--- src/design/bci_pkg.sv ---
// Shared constants, types and saturation helpers for the barycentric interpolator.
`default_nettype none
package bci_pkg;

  localparam int WEIGHT_FRAC_BITS = 16;
  localparam int WEIGHT_BITS      = 18;
  localparam int SCREEN_BITS      = 32;
  localparam int LOC_BITS         = 16;
  localparam int NV               = 3;

  localparam int DIFF_BITS = LOC_BITS + 1;
  localparam int MAG_BITS  = 2 * DIFF_BITS;
  localparam int PROD_BITS = SCREEN_BITS + WEIGHT_BITS;
  localparam int ACC_BITS  = PROD_BITS + 2;

  // Quotient bits for an area ratio; anything larger saturates.
  localparam int QB_AREA = WEIGHT_BITS - 1;
  // Edge quotient cap: its root must push both edge weights into saturation.
  localparam int FMAX      = ((WEIGHT_FRAC_BITS > WEIGHT_BITS - 1) ?
                              WEIGHT_FRAC_BITS : WEIGHT_BITS - 1) + 1;
  localparam int QB_EDGE   = 2 * FMAX;
  localparam int QUOT_BITS = QB_EDGE + 1;
  localparam int ROOT_BITS = FMAX + 1;
  localparam int CMP_BITS  = MAG_BITS + QB_EDGE + 2 * WEIGHT_FRAC_BITS;
  localparam int STEP_BITS = $clog2(QB_EDGE + 1);

  localparam int S_TDATA_BITS = 128;
  localparam int M_TDATA_BITS = 120;
  localparam int M_PAD_BITS   = M_TDATA_BITS - (3 * WEIGHT_BITS + 2 * SCREEN_BITS);

  localparam logic [2:0] PH_EDGE_T = 3'd0;
  localparam logic [2:0] PH_EDGE_N = 3'd1;
  localparam logic [2:0] PH_TRI_T  = 3'd2;
  localparam logic [2:0] PH_A0     = 3'd3;
  localparam logic [2:0] PH_A1     = 3'd4;
  localparam logic [2:0] PH_A2     = 3'd5;
  localparam logic [2:0] PH_IX     = 3'd6;
  localparam logic [2:0] PH_IY     = 3'd7;

  typedef logic [2:0] phase_t;

  typedef struct packed {
    logic                start;
    logic                edge_mode;
    logic [MAG_BITS-1:0] num;
    logic [MAG_BITS-1:0] den;
  } div_req_t;

  typedef struct packed {
    logic                 done;
    logic                 sat;
    logic [QUOT_BITS-1:0] quot;
  } div_rsp_t;

  typedef struct packed {
    logic                 start;
    logic [QUOT_BITS-1:0] radicand;
  } sqrt_req_t;

  typedef struct packed {
    logic                 done;
    logic [ROOT_BITS-1:0] root;
  } sqrt_rsp_t;

  function automatic logic signed [WEIGHT_BITS-1:0] sat_weight(input logic signed [31:0] v);
    logic signed [31:0] hi;
    logic signed [31:0] lo;
    hi = 32'sd1 <<< (WEIGHT_BITS - 1);
    hi = hi - 32'sd1;
    lo = -hi - 32'sd1;
    if (v > hi) return WEIGHT_BITS'(hi);
    else if (v < lo) return WEIGHT_BITS'(lo);
    else return WEIGHT_BITS'(v);
  endfunction

  // Floor shift by the weight fraction, then clamp to the screen range.
  function automatic logic signed [SCREEN_BITS-1:0] sat_screen(
      input logic signed [ACC_BITS-1:0] a);
    logic signed [ACC_BITS-1:0] sh;
    logic signed [ACC_BITS-1:0] hi;
    logic signed [ACC_BITS-1:0] lo;
    sh = a >>> WEIGHT_FRAC_BITS;
    hi = (ACC_BITS'(1) <<< (SCREEN_BITS - 1)) - ACC_BITS'(1);
    lo = -hi - ACC_BITS'(1);
    if (sh > hi) return SCREEN_BITS'(hi);
    else if (sh < lo) return SCREEN_BITS'(lo);
    else return SCREEN_BITS'(sh);
  endfunction

endpackage
`default_nettype wire

--- src/design/bci_div.sv ---
// Bit-serial restoring divider with an up-front saturation check.
`default_nettype none
module bci_div import bci_pkg::*; (
  input  logic     clk,
  input  logic     rst,
  input  div_req_t req,
  output div_rsp_t rsp
);

  logic                  busy;
  logic                  done_r;
  logic                  sat_r;
  logic [STEP_BITS-1:0]  steps;
  logic [MAG_BITS:0]     rem;
  logic [QB_EDGE-1:0]    low;
  logic [QUOT_BITS-1:0]  quot;
  logic [MAG_BITS-1:0]   den;

  logic [CMP_BITS-1:0]   ext_e, ext_a, lim_e, lim_a;
  logic                  over;
  logic [MAG_BITS:0]     rem0;
  logic [QB_EDGE-1:0]    low0;
  logic [MAG_BITS:0]     trial;
  logic                  ge;

  always_comb begin
    ext_e = CMP_BITS'(req.num) << (2 * WEIGHT_FRAC_BITS);
    ext_a = CMP_BITS'(req.num) << WEIGHT_FRAC_BITS;
    lim_e = CMP_BITS'(req.den) << QB_EDGE;
    lim_a = CMP_BITS'(req.den) << QB_AREA;
    over  = req.edge_mode ? (ext_e >= lim_e) : (ext_a >= lim_a);
    rem0  = req.edge_mode ? (MAG_BITS + 1)'(ext_e >> QB_EDGE)
                          : (MAG_BITS + 1)'(ext_a >> QB_AREA);
    low0  = req.edge_mode ? QB_EDGE'(ext_e) : QB_EDGE'(ext_a << (QB_EDGE - QB_AREA));
    trial = {rem[MAG_BITS-1:0], low[QB_EDGE-1]};
    ge    = trial >= {1'b0, den};
  end

  always_ff @(posedge clk) begin
    if (rst) begin
      busy   <= 1'b0;
      done_r <= 1'b0;
    end else begin
      done_r <= 1'b0;
      if (req.start) begin
        den   <= req.den;
        sat_r <= over;
        if (over) begin
          quot   <= QUOT_BITS'(1) << QB_EDGE;
          done_r <= 1'b1;
        end else begin
          rem   <= rem0;
          low   <= low0;
          quot  <= '0;
          steps <= req.edge_mode ? STEP_BITS'(QB_EDGE) : STEP_BITS'(QB_AREA);
          busy  <= 1'b1;
        end
      end else if (busy) begin
        rem   <= ge ? (trial - {1'b0, den}) : trial;
        quot  <= {quot[QUOT_BITS-2:0], ge};
        low   <= low << 1;
        steps <= steps - STEP_BITS'(1);
        if (steps == STEP_BITS'(1)) begin
          busy   <= 1'b0;
          done_r <= 1'b1;
        end
      end
    end
  end

  assign rsp = '{done: done_r, sat: sat_r, quot: quot};

endmodule
`default_nettype wire

--- src/design/bci_sqrt.sv ---
// Bit-serial integer square root, two radicand bits per step.
`default_nettype none
module bci_sqrt import bci_pkg::*; (
  input  logic      clk,
  input  logic      rst,
  input  sqrt_req_t req,
  output sqrt_rsp_t rsp
);

  logic                 busy;
  logic                 done_r;
  logic [QUOT_BITS-1:0] xr;
  logic [QUOT_BITS:0]   r;
  logic [QUOT_BITS-1:0] bitm;
  logic [QUOT_BITS:0]   sum;
  logic                 ge;

  always_comb begin
    sum = r + (QUOT_BITS + 1)'(bitm);
    ge  = {1'b0, xr} >= sum;
  end

  always_ff @(posedge clk) begin
    if (rst) begin
      busy   <= 1'b0;
      done_r <= 1'b0;
    end else begin
      done_r <= 1'b0;
      if (req.start) begin
        xr   <= req.radicand;
        r    <= '0;
        bitm <= QUOT_BITS'(1) << QB_EDGE;
        busy <= 1'b1;
      end else if (busy) begin
        if (ge) begin
          xr <= xr - QUOT_BITS'(sum);
          r  <= (r >> 1) + (QUOT_BITS + 1)'(bitm);
        end else begin
          r  <= r >> 1;
        end
        bitm <= bitm >> 2;
        if (bitm[0]) begin
          busy   <= 1'b0;
          done_r <= 1'b1;
        end
      end
    end
  end

  assign rsp = '{done: done_r, root: ROOT_BITS'(r)};

endmodule
`default_nettype wire

--- src/design/barycentric_interpolator_top.sv ---
// Top level: vertex store, multiply-accumulate sequencer and result register.
//
// Input stream: one vertex per transfer. tdata carries loc_x, loc_y, screen_x,
// screen_y, query_x, query_y; tuser is the usable flag; tlast ends the
// neighborhood and its query point is taken from that same transfer.
// Output stream: one result per neighborhood, tuser is ok, tdata carries the
// three weights and the two interpolated screen values.
// A vertex without tlast leaves the sequencer idle, ready for the next. After the tlast transfer the
// sequencer runs one shared 32x18 multiplier (a multiply state and an
// accumulate state per product), a bit-serial divider and a bit-serial
// square root. Two vertices need a 36-step divide and a 19-step root;
// three vertices need three 17-step divides. A divide that saturates
// skips its steps.
// No new vertex is taken until the result is in the output register; a vertex may
// be taken while an earlier result still waits there. If the receiver stalls,
// the result holds and the sequencer waits before loading the next one.
// Reset empties the neighborhood and drops any pending result.
`default_nettype none
module barycentric_interpolator_top import bci_pkg::*; (
  input  logic                    clk,
  input  logic                    rst,
  input  logic                    s_tvalid,
  output logic                    s_tready,
  // loc_x, loc_y, screen_x, screen_y, query_x, query_y
  input  logic [S_TDATA_BITS-1:0] s_tdata,
  input  logic                    s_tlast,
  // usable
  input  logic                    s_tuser,
  output logic                    m_tvalid,
  input  logic                    m_tready,
  // weight_0, weight_1, weight_2, interp_x, interp_y, zero pad
  output logic [M_TDATA_BITS-1:0] m_tdata,
  // ok
  output logic                    m_tuser
);

  localparam logic [2:0] ST_IDLE = 3'd0;
  localparam logic [2:0] ST_MUL  = 3'd1;
  localparam logic [2:0] ST_ACC  = 3'd2;
  localparam logic [2:0] ST_END  = 3'd3;
  localparam logic [2:0] ST_DIV  = 3'd4;
  localparam logic [2:0] ST_SQRT = 3'd5;
  localparam logic [2:0] ST_OUT  = 3'd6;

  logic [2:0] state;
  phase_t     phase;
  logic [1:0] op;

  logic signed [LOC_BITS-1:0]    vx [NV];
  logic signed [LOC_BITS-1:0]    vy [NV];
  logic signed [SCREEN_BITS-1:0] sx [NV];
  logic signed [SCREEN_BITS-1:0] sy [NV];
  logic signed [LOC_BITS-1:0]    qx, qy;
  logic [2:0]                    vcount;
  logic                          bad;
  logic [1:0]                    fcnt;

  logic signed [PROD_BITS-1:0]   prod;
  logic signed [ACC_BITS-1:0]    acc;
  logic [MAG_BITS-1:0]           tval;
  logic [MAG_BITS-1:0]           tot_mag;
  logic                          tot_neg;
  logic                          div_neg;
  logic signed [WEIGHT_BITS-1:0] w [NV];
  logic signed [SCREEN_BITS-1:0] ix, iy;
  logic                          ok_r;

  div_req_t  div_req;
  div_rsp_t  div_rsp;
  sqrt_req_t sqrt_req;
  sqrt_rsp_t sqrt_rsp;

  // Input unpack
  logic signed [LOC_BITS-1:0]    in_loc_x, in_loc_y, in_qx, in_qy;
  logic signed [SCREEN_BITS-1:0] in_sx, in_sy;
  logic [2:0]                    cnt_new;
  logic                          bad_new;

  assign in_loc_x = s_tdata[15:0];
  assign in_loc_y = s_tdata[31:16];
  assign in_sx    = s_tdata[63:32];
  assign in_sy    = s_tdata[95:64];
  assign in_qx    = s_tdata[111:96];
  assign in_qy    = s_tdata[127:112];
  assign cnt_new  = (vcount < 3'd4) ? vcount + 3'd1 : vcount;
  assign bad_new  = bad | ~s_tuser;
  assign s_tready = (state == ST_IDLE);

  // Operand selection
  logic signed [LOC_BITS-1:0]    px [4];
  logic signed [LOC_BITS-1:0]    py [4];
  logic [1:0]                    a_i, b_i, c_i;
  logic                          sq;
  logic                          geo;
  logic signed [DIFF_BITS-1:0]   dbx, dby, dcx, dcy, f1, f2;
  logic signed [SCREEN_BITS-1:0] ma;
  logic signed [WEIGHT_BITS-1:0] mb;
  logic                          subtract;
  logic                          last_op;
  logic signed [ACC_BITS-1:0]    acc_base, acc_next, acc_abs;
  logic signed [31:0]            one32, root32;
  logic signed [WEIGHT_BITS-1:0] area_w;
  logic signed [WEIGHT_BITS-1:0] q_w;

  always_comb begin
    px[0] = vx[0]; px[1] = vx[1]; px[2] = vx[2]; px[3] = qx;
    py[0] = vy[0]; py[1] = vy[1]; py[2] = vy[2]; py[3] = qy;
    a_i = 2'd0; b_i = 2'd1; c_i = 2'd2; sq = 1'b0; geo = 1'b1;
    unique case (phase)
      PH_EDGE_T: begin a_i = 2'd0; b_i = 2'd1; sq = 1'b1; end
      PH_EDGE_N: begin a_i = 2'd0; b_i = 2'd3; sq = 1'b1; end
      PH_TRI_T:  begin a_i = 2'd0; b_i = 2'd1; c_i = 2'd2; end
      PH_A0:     begin a_i = 2'd1; b_i = 2'd2; c_i = 2'd3; end
      PH_A1:     begin a_i = 2'd0; b_i = 2'd3; c_i = 2'd2; end
      PH_A2:     begin a_i = 2'd0; b_i = 2'd1; c_i = 2'd3; end
      PH_IX, PH_IY: begin geo = 1'b0; end
      default: ;
    endcase
    dbx = DIFF_BITS'(px[b_i]) - DIFF_BITS'(px[a_i]);
    dby = DIFF_BITS'(py[b_i]) - DIFF_BITS'(py[a_i]);
    dcx = DIFF_BITS'(px[c_i]) - DIFF_BITS'(px[a_i]);
    dcy = DIFF_BITS'(py[c_i]) - DIFF_BITS'(py[a_i]);
    if (op == 2'd0) begin
      f1 = dbx;
      f2 = sq ? dbx : dcy;
    end else begin
      f1 = sq ? dby : dcx;
      f2 = dby;
    end
    if (geo) begin
      ma = SCREEN_BITS'(f1);
      mb = WEIGHT_BITS'(f2);
    end else begin
      ma = (phase == PH_IX) ? sx[op] : sy[op];
      mb = w[op];
    end
    subtract = geo && !sq && (op == 2'd1);
    last_op  = geo ? (op == 2'd1) : (op == fcnt - 2'd1);
    acc_base = (op == 2'd0) ? '0 : acc;
    acc_next = subtract ? acc_base - ACC_BITS'(prod) : acc_base + ACC_BITS'(prod);
    acc_abs  = acc[ACC_BITS-1] ? -acc : acc;
    one32    = 32'sd1 <<< WEIGHT_FRAC_BITS;
    root32   = 32'(sqrt_rsp.root);
    q_w      = WEIGHT_BITS'(div_rsp.quot);
    if (div_neg) area_w = div_rsp.sat ? sat_weight(-32'sd1 <<< WEIGHT_BITS) : -q_w;
    else         area_w = div_rsp.sat ? sat_weight(32'sd1 <<< WEIGHT_BITS) : q_w;
  end

  always_ff @(posedge clk) begin
    if (rst) begin
      state          <= ST_IDLE;
      vcount         <= 3'd0;
      bad            <= 1'b0;
      m_tvalid       <= 1'b0;
      div_req.start  <= 1'b0;
      sqrt_req.start <= 1'b0;
    end else begin
      div_req.start  <= 1'b0;
      sqrt_req.start <= 1'b0;
      if (m_tready) m_tvalid <= 1'b0;
      unique case (state)
        ST_IDLE: begin
          if (s_tvalid) begin
            if (vcount < 3'd3) begin
              vx[vcount[1:0]] <= in_loc_x;
              vy[vcount[1:0]] <= in_loc_y;
              sx[vcount[1:0]] <= in_sx;
              sy[vcount[1:0]] <= in_sy;
            end
            vcount <= cnt_new;
            bad    <= bad_new;
            if (s_tlast) begin
              vcount <= 3'd0;
              bad    <= 1'b0;
              qx     <= in_qx;
              qy     <= in_qy;
              fcnt   <= cnt_new[1:0];
              op     <= 2'd0;
              w[1]   <= '0;
              w[2]   <= '0;
              if (bad_new || cnt_new > 3'd3) begin
                w[0]  <= '0;
                ix    <= '0;
                iy    <= '0;
                ok_r  <= 1'b0;
                state <= ST_OUT;
              end else if (cnt_new == 3'd1) begin
                w[0]  <= sat_weight(one32);
                phase <= PH_IX;
                state <= ST_MUL;
              end else if (cnt_new == 3'd2) begin
                phase <= PH_EDGE_T;
                state <= ST_MUL;
              end else begin
                phase <= PH_TRI_T;
                state <= ST_MUL;
              end
            end
          end
        end
        ST_MUL: begin
          prod  <= ma * mb;
          state <= ST_ACC;
        end
        ST_ACC: begin
          acc <= acc_next;
          if (last_op) begin
            state <= ST_END;
          end else begin
            op    <= op + 2'd1;
            state <= ST_MUL;
          end
        end
        ST_END: begin
          op    <= 2'd0;
          state <= ST_MUL;
          unique case (phase)
            PH_EDGE_T: begin
              tval  <= MAG_BITS'(acc);
              phase <= PH_EDGE_N;
            end
            PH_EDGE_N: begin
              if (tval == '0) begin
                w[0] <= '0; w[1] <= '0; w[2] <= '0;
                ix <= '0; iy <= '0; ok_r <= 1'b0;
                state <= ST_OUT;
              end else begin
                div_req.start     <= 1'b1;
                div_req.edge_mode <= 1'b1;
                div_req.num       <= MAG_BITS'(acc);
                div_req.den       <= tval;
                state             <= ST_DIV;
              end
            end
            PH_TRI_T: begin
              if (acc == '0) begin
                w[0] <= '0; w[1] <= '0; w[2] <= '0;
                ix <= '0; iy <= '0; ok_r <= 1'b0;
                state <= ST_OUT;
              end else begin
                tot_neg <= acc[ACC_BITS-1];
                tot_mag <= MAG_BITS'(acc_abs);
                phase   <= PH_A0;
              end
            end
            PH_A0, PH_A1, PH_A2: begin
              div_req.start     <= 1'b1;
              div_req.edge_mode <= 1'b0;
              div_req.num       <= MAG_BITS'(acc_abs);
              div_req.den       <= tot_mag;
              div_neg           <= acc[ACC_BITS-1] ^ tot_neg;
              state             <= ST_DIV;
            end
            PH_IX: begin
              ix    <= sat_screen(acc);
              phase <= PH_IY;
            end
            PH_IY: begin
              iy    <= sat_screen(acc);
              ok_r  <= 1'b1;
              state <= ST_OUT;
            end
            default: ;
          endcase
        end
        ST_DIV: begin
          if (div_rsp.done) begin
            priority case (phase)
              PH_EDGE_N: begin
                sqrt_req.start    <= 1'b1;
                sqrt_req.radicand <= div_rsp.quot;
                state             <= ST_SQRT;
              end
              PH_A0: begin w[0] <= area_w; phase <= PH_A1; state <= ST_MUL; end
              PH_A1: begin w[1] <= area_w; phase <= PH_A2; state <= ST_MUL; end
              default: begin w[2] <= area_w; phase <= PH_IX; state <= ST_MUL; end
            endcase
          end
        end
        ST_SQRT: begin
          if (sqrt_rsp.done) begin
            w[1]  <= sat_weight(root32);
            w[0]  <= sat_weight(one32 - root32);
            phase <= PH_IX;
            state <= ST_MUL;
          end
        end
        ST_OUT: begin
          if (!m_tvalid || m_tready) begin
            m_tdata  <= {{M_PAD_BITS{1'b0}}, iy, ix, w[2], w[1], w[0]};
            m_tuser  <= ok_r;
            m_tvalid <= 1'b1;
            state    <= ST_IDLE;
          end
        end
        default: state <= ST_IDLE;
      endcase
    end
  end

  bci_div u_div (
    .clk (clk),
    .rst (rst),
    .req (div_req),
    .rsp (div_rsp)
  );

  bci_sqrt u_sqrt (
    .clk (clk),
    .rst (rst),
    .req (sqrt_req),
    .rsp (sqrt_rsp)
  );

endmodule
`default_nettype wire

--- config.mk ---
export PLATFORM = sky130hd
export DESIGN_NAME = barycentric_interpolator_top
export DESIGN_NICKNAME = d
export VERILOG_FILES = /design/src/design/bci_pkg.sv /design/src/design/bci_div.sv /design/src/design/bci_sqrt.sv /design/src/design/barycentric_interpolator_top.sv
export SDC_FILE = /design/constraint.sdc
export NUM_CORES = 2
export LEC_CHECK = 0
export BUFFER_PORTS_ARGS = -buffer_cell sky130_fd_sc_hd__buf_2
export CORE_UTILIZATION = 50
export CTS_BUF_LIST = sky130_fd_sc_hd__clkbuf_16
export CTS_CLUSTER_DIAMETER = 30
export CTS_CLUSTER_SIZE = 28
export DETAILED_ROUTE_END_ITERATION = 8
export PLACE_DENSITY = 0.77
export SETUP_SLACK_MARGIN = 0.05
export SLEW_MARGIN = 40
export SYNTH_ARGS = -nofsm -noshare
export SYNTH_HDL_FRONTEND = slang
export SYNTH_SLANG_ARGS = --single-unit
--- constraint.sdc ---
create_clock -name clk -period 12.37 [get_ports clk]
set_clock_uncertainty 0.1 [all_clocks]
set_input_delay 2.474 -clock clk [delete_from_list [all_inputs] [get_ports clk]]
set_output_delay 2.474 -clock clk [all_outputs]
set_load 0.05 [all_outputs]
# [Yosys cells after proc, flatten, opt, wreduce, memory -nomap -nowiden]
# Memory sizes are Yosys's and may differ from the RTL's. A register that Yosys moved wholly into a read port is not among the register bits.
# Index checks and enable logic that the tools add are counted.
[classes] addsub=17 n_mul=1 magnitude_cmp=16 eq_ne=35 mux=209 n_bitwise=24 reduce_logical=47
[op_table] operator="$mux W18" n=32
[op_table] operator="$mux W32" n=9
[op_table] operator="$mux W37" n=7
[op_table] operator="$bmux W16 S2" n=6
[op_table] operator="$mux W16" n=12
[op_table] operator="$pmux W32 S3" n=2
[op_table] operator="$mux W34" n=5
[op_table] operator="$mux W36" n=4
[op_table] operator="$pmux W70 S2" n=1
[op_table] operator="$pmux W32 S2" n=2
[op_table] operator="$mux W38" n=3
[op_table] operator="$mux W52" n=2
[op_table] operator="$mux W1" n=79
[op_table] operator="$ge A66 B70 Y1" n=1
[op_table] operator="$mux W70" n=1
[op_table] operator="$mux W17" n=4
[op_table] operator="$sub A16 B16 Y17" n=4
[op_table] operator="$add A52 B50 Y52" n=1
[op_table] operator="$logic_not A52 Y1" n=1
[op_table] operator="$sub A52 B50 Y52" n=1
[op_table] operator="$ge A50 B51 Y1" n=1
[op_table] operator="$mux W3" n=17
[op_table] operator="$mul A32 B18 Y50" n=1
[op_table] operator="$lt A20 B18 Y1 const B" n=2
[op_table] operator="other kinds (63)" n=151
[totals] regBits=757 ramBits=342 inputBits=134 elab_cells=393 mem_count=5
[memory_table] memory="sx" depth=3 width=32 rd=1 rd_ports_with_merged_regs=1 write_ports=1 line_no="barycentric_interpolator_top.sv:51" text="logic signed [SCREEN_BITS-1:0] sx [NV];"
[memory_table] memory="sy" depth=3 width=32 rd=1 rd_ports_with_merged_regs=1 write_ports=1 line_no="barycentric_interpolator_top.sv:52" text="logic signed [SCREEN_BITS-1:0] sy [NV];"
[memory_table] memory="w" depth=3 width=18 rd=4 rd_ports_with_merged_regs=4 write_ports=3 line_no="barycentric_interpolator_top.sv:64" text="logic signed [WEIGHT_BITS-1:0] w [NV];"
[memory_table] memory="vx" depth=3 width=16 rd=3 rd_ports_with_merged_regs=0 write_ports=1 line_no="barycentric_interpolator_top.sv:49" text="logic signed [LOC_BITS-1:0] vx [NV];"
[memory_table] memory="vy" depth=3 width=16 rd=3 rd_ports_with_merged_regs=0 write_ports=1 line_no="barycentric_interpolator_top.sv:50" text="logic signed [LOC_BITS-1:0] vy [NV];"

# [Logic depth before layout (Yosys ltp)]
[logic_depth] depth_word=15 mapped_depth=45 depth_no_buf=42

# [By module]
# Synthesis repeated with hierarchy kept, for this count alone.
[unflattened] cells_unflattened=7298 area_unflattened_um2=78043.6
[by_module_without_submodules] mod="barycentric_interpolator_top" instances=1 cells_per_inst=5505 area_each_um2=60935.9
[by_module_without_submodules] mod="bci_div" instances=1 cells_per_inst=880 area_each_um2=8684.6
[by_module_without_submodules] mod="bci_sqrt" instances=1 cells_per_inst=913 area_each_um2=8423.1

# [Least setup slack after synthesis]
# OpenSTA, ideal clock, no wires.
[synth_timing] kind="reg2reg" from="reg phase[1]" to="reg prod[47], data pin" setup_ns=0.277 arrival_time_ns=10.586 t_required_ns=11.993 path_slack_ns=1.407 path_stages_with_launch=37 n_path_buf=4 synth_period_minus_slack_ns=10.963 cell_sequence="edfxtp_1 -> clkbuf_1 -> nand2_1 -> nor2_1 -> clkbuf_1 -> buf_1 -> mux2i_1 -> fa_1 -> a21oi_1 -> o21ai_0 -> a2111oi_0 -> o311a_1 -> o21ai_0 -> nor4b_1 -> o32ai_1 -> a21oi_1 -> clkbuf_1 -> or2_2 -> fa_1 -> fa_1 -> inv_1 -> fa_1 -> fa_1 -> fa_1 -> inv_1 -> fa_1 -> inv_1 -> ha_1 -> nand4_1 -> a21o_1 -> o21ai_1 -> a211oi_1 -> o41ai_1 -> o22ai_1 -> o31ai_1 -> a2111o_1 -> o311ai_0"
[synth_via] elab_chain_len=12 word_cells_on_any_way=48 classes_between="add/sub (4); mul (1); eq/ne (6); mux (29); bitwise (3); reduce/logical (5)"
[synth_lines] element="start: declaration" line_no="barycentric_interpolator_top.sv:46" text="phase_t phase;"
[synth_lines] element="start signal: assignment" line_no="barycentric_interpolator_top.sv:189" text="phase <= PH_IX;"
[synth_lines] element="start signal: assignment" line_no="barycentric_interpolator_top.sv:192" text="phase <= PH_EDGE_T;"
[synth_lines] element="start signal: assignment" line_no="barycentric_interpolator_top.sv:195" text="phase <= PH_TRI_T;"
[synth_lines] element="$eq A3 B1 Y1, or another cell as far along" line_no="barycentric_interpolator_top.sv:109" text="unique case (phase)"
[synth_lines] element="$reduce_or A2 Y1 (no line)"
[synth_lines] element="$pmux W2 S2 / $mux W1 (equally long branches)" line_no="barycentric_interpolator_top.sv:109"
[synth_lines] element="$not A2 Y3, on equally long branches"
[synth_lines] element="$bmux W16 S2, on equally long branches"
[synth_lines] element="$mux W16, on equally long branches (2 in a row)"
[synth_lines] element="$sub A16 B16 Y17, on equally long branches"
[synth_lines] element="$mux W17, on equally long branches" line_no="barycentric_interpolator_top.sv:127, barycentric_interpolator_top.sv:125"
[synth_lines] element="$mux W17" line_no="barycentric_interpolator_top.sv:123" text="if (op == 2'd0) begin"
[synth_lines] element="$mux W32 / $mux W18 (equally long branches)" line_no="barycentric_interpolator_top.sv:130" text="if (geo) begin"
[synth_lines] element="$mul A32 B18 Y50 (*)" line_no="barycentric_interpolator_top.sv:202" text="prod <= ma * mb;"
[synth_lines] element="end signal: assignment" line_no="barycentric_interpolator_top.sv:202"
[synth_lines] element="end: declaration" line_no="barycentric_interpolator_top.sv:58" text="logic signed [PROD_BITS-1:0] prod;"
# Every way passes the cells marked *; elsewhere a longest branch is shown, timed or not. The select of a mux whose other input is x is not followed.
# A chain may end at the register's enable or synchronous reset.

# [Worst setup path after layout]
[layout_timing] from="reg phase[0]" to="reg prod[46], data pin"
# The elaborated chain is that of the path after synthesis.

==> reports/qor.txt <==
first-pass GRT wire length - 326,000 um
largest net degree at the start of global routing - 84
antenna viol nets, final - 0
die footprint - 156,000 sq um
Min Clock Period, post-route - 11.88 ns
TritonCTS clock tree - yes
FF+latch area - 32,000 sq um
Root Buffer - clkbuf_16
count leader, synth - edfxtp_1
post-synthesis sequential area ratio - 41.4%
DP HPWL - 153,000 um
met2 track demand over resource - 44.1%
Synth Area per Inst - 10.7 sq um
multi-input logic area - 41,200 sq um
RD Place Congestion - 0.950
Worst setup startpoint - phase[0]
Core Box Area - 152,000 sq um
final routed DRC violation total - 5
Synth top cells by count - 1,053 x edfxtp_1, 840 x inv_1, 702 x nand2_1
Final Cycle Share - 96.0%
met3 Track Usage GR - 4.97%
# fillers - 12,200
Distinct cells, synth - 89
WL final - 208,000 um
number of port buffers - 254
TritonCTS Sinks - 1,069
Slew Limit Headroom - 42.8%
Worst EP required - 12.79 ns
CP max FO - 11
Synth top area share - 41.0%
delay of the slowest cell on the worst path - 0.69 ns
failing checks - design-rule violations
status - finished, violations left
P&R area growth vs syn - 15.3%
fmax - 0.0842 GHz
global route overflow - 0
synthesized flop and latch total - 1,069
Placement Setup Slack - 0.318 ns
synth top area cells - edfxtp_1 41%, fa_1 15%, ha_1 6.9%, inv_1 4.1%, nand2_1 3.4%
grt peak-use layer - met2
initial core utilization - 50.6%
vias in the first global route - 58,400
die height - 395 um
cells after synthesis - 7,222
via count - 56,900
Final Max Tran Viols - 0
ys flop type - edfxtp_1
crit-path most repeated cell - fa_1
DRT Pass-1 Iters - 9
CP arrival - 12.29 ns
max-cap violations - 0
Final Hold Viols - 0
Critical Path End Type - flip-flop
Clock Pin Slew Worst Setup and Hold Paths - 0.05 ns
DR WL/cell - 21.4 um
total track usage - 26.7%
fraction of layout cells with a size suffix above 1 - 12.4%
dpl cells - 9,315
DIE WIDTH - 395 um
CTS Hold Bufs - 0
min-delay src - iy[12]
worst hold path type - flip-flop to flip-flop
# rows - 143
area leader, netlist - edfxtp_1
M1 GR Usage - 33.5%
async set-reset flop share out of synthesis - 0%
NumNets Final - 8,632
final core occ - 58.3%
Worst Tran Pin Value - 0.856 ns
EDFF count, synth - 1,053
final setup vio count - 0
Cell Area, Synth - 77,100 sq um
placed inst area - 81,000 sq um
H-tree Lvls - 4
reg2reg start - phase[0]
CTS Buffer Depth - 3
Final Cell Area - 88,900 sq um
Ys Warns - 0
CTS buffer count - 214
number of DRC markers in iteration 0 - 5,217
# IOs - 257
critical path type - flip-flop to flip-flop
Worst setup SP type - flip-flop
fin cells - 9,739
clk_lat worst skew - 0.86 ns
Via density - 5.85
initial antenna violation count - 20
Crit-path slowest cell - a311oi_2
PnR worst setup slack - 0.492 ns
metrics by stage:
stage | setup TNS, ns | hold slack, ns
floorplan | 0 | 0.300
global placement | 0 | 0.302
detailed placement | 0 | 0.305
CTS | 0 | 0.287
global route | -0.00685 | 0.300
finish | 0 | 0.283
flip-flops by register name, summed over array words and instances (netlist names), 38 cells and up, named ones only:
register  count
w            54
vx           48
sqrt_req     38
m_tdata     118
vy           48
u_sqrt.r     38
prod         50
sx           96
div_req      70
acc          52
sy           96
worst paths after layout:
check,end,slack [ns],cells past startpoint
worst min register to register,m_tdata[98],0.28,0
worst max register to register,prod[46],0.49,38
worst max-delay path,prod[46],0.49,38
worst min-delay path,m_tdata[98],0.28,0
layout by cell type (no fill, tap or decap), types with 83 or more instances in the layout:
cell	n
a21o_1	150
a21oi_1	311
a31oi_1	83
buf_2	254
buf_4	118
clkbuf_16	215
edfxtp_1	1053
fa_1	561
ha_1	420
inv_1	855
mux2i_1	127
nand2_1	699
nor2_1	621
nor2b_1	174
nor3_1	85
o21ai_0	289
xnor2_1	216
xor2_1	141
worst max-delay path: cells and delay by family, from the launching register on:
family,cells,cell delay [ns]
AO/OA/AOI/OAI,13,4.15
XOR/XNOR,1,0.14
adder cells (fa/ha/maj),9,3.96
buffers and inverters,6,0.52
flip-flops,1,0.59
AND/OR/NAND/NOR,9,2.12
routing by layer:
metal | part of all wire [%] | wire length [um]
met5 | 0.031 | 64
met4 | 5.4 | 11200
met3 | 7.3 | 15300
met2 | 48 | 100000
met1 | 39 | 81800
logic make-up after synthesis:
logic type	count (synthesis)	share of synthesized area, %
muxes	210	3.33
and+or+nand+nor	2072	12.4
DFF	1069	41.4
adders and majority gates	985	21.5
buffers and inverters	1153	5.64
xor gates and xnor gates	357	4.06
AOI/OAI and AO/OA	1375	11.6
other	1	0.00487
cell type report:
| cell class | instances | area share (%) |
|---|---|---|
| Clock buffer | 215 | 6.05 |
| Clock inverter | 189 | 2.55 |
| Multi-Input combinational cell | 5002 | 46.4 |
| Tap cell | 2030 | 2.86 |
| Inverter | 844 | 3.57 |
| Sequential cell | 1069 | 35.9 |
| Antenna cell | 8 | 0.0225 |
| Timing Repair Buffer | 382 | 2.62 |
what timing repair did:
item / in CTS / in global routing
gates resized for setup: 0 / 22
buffers inserted: 0 / 8
setup endpoints to repair: 0 / 11
Power is not shown: default switching activity piles up to over one toggle a cycle in this logic, so the estimate is an artifact.
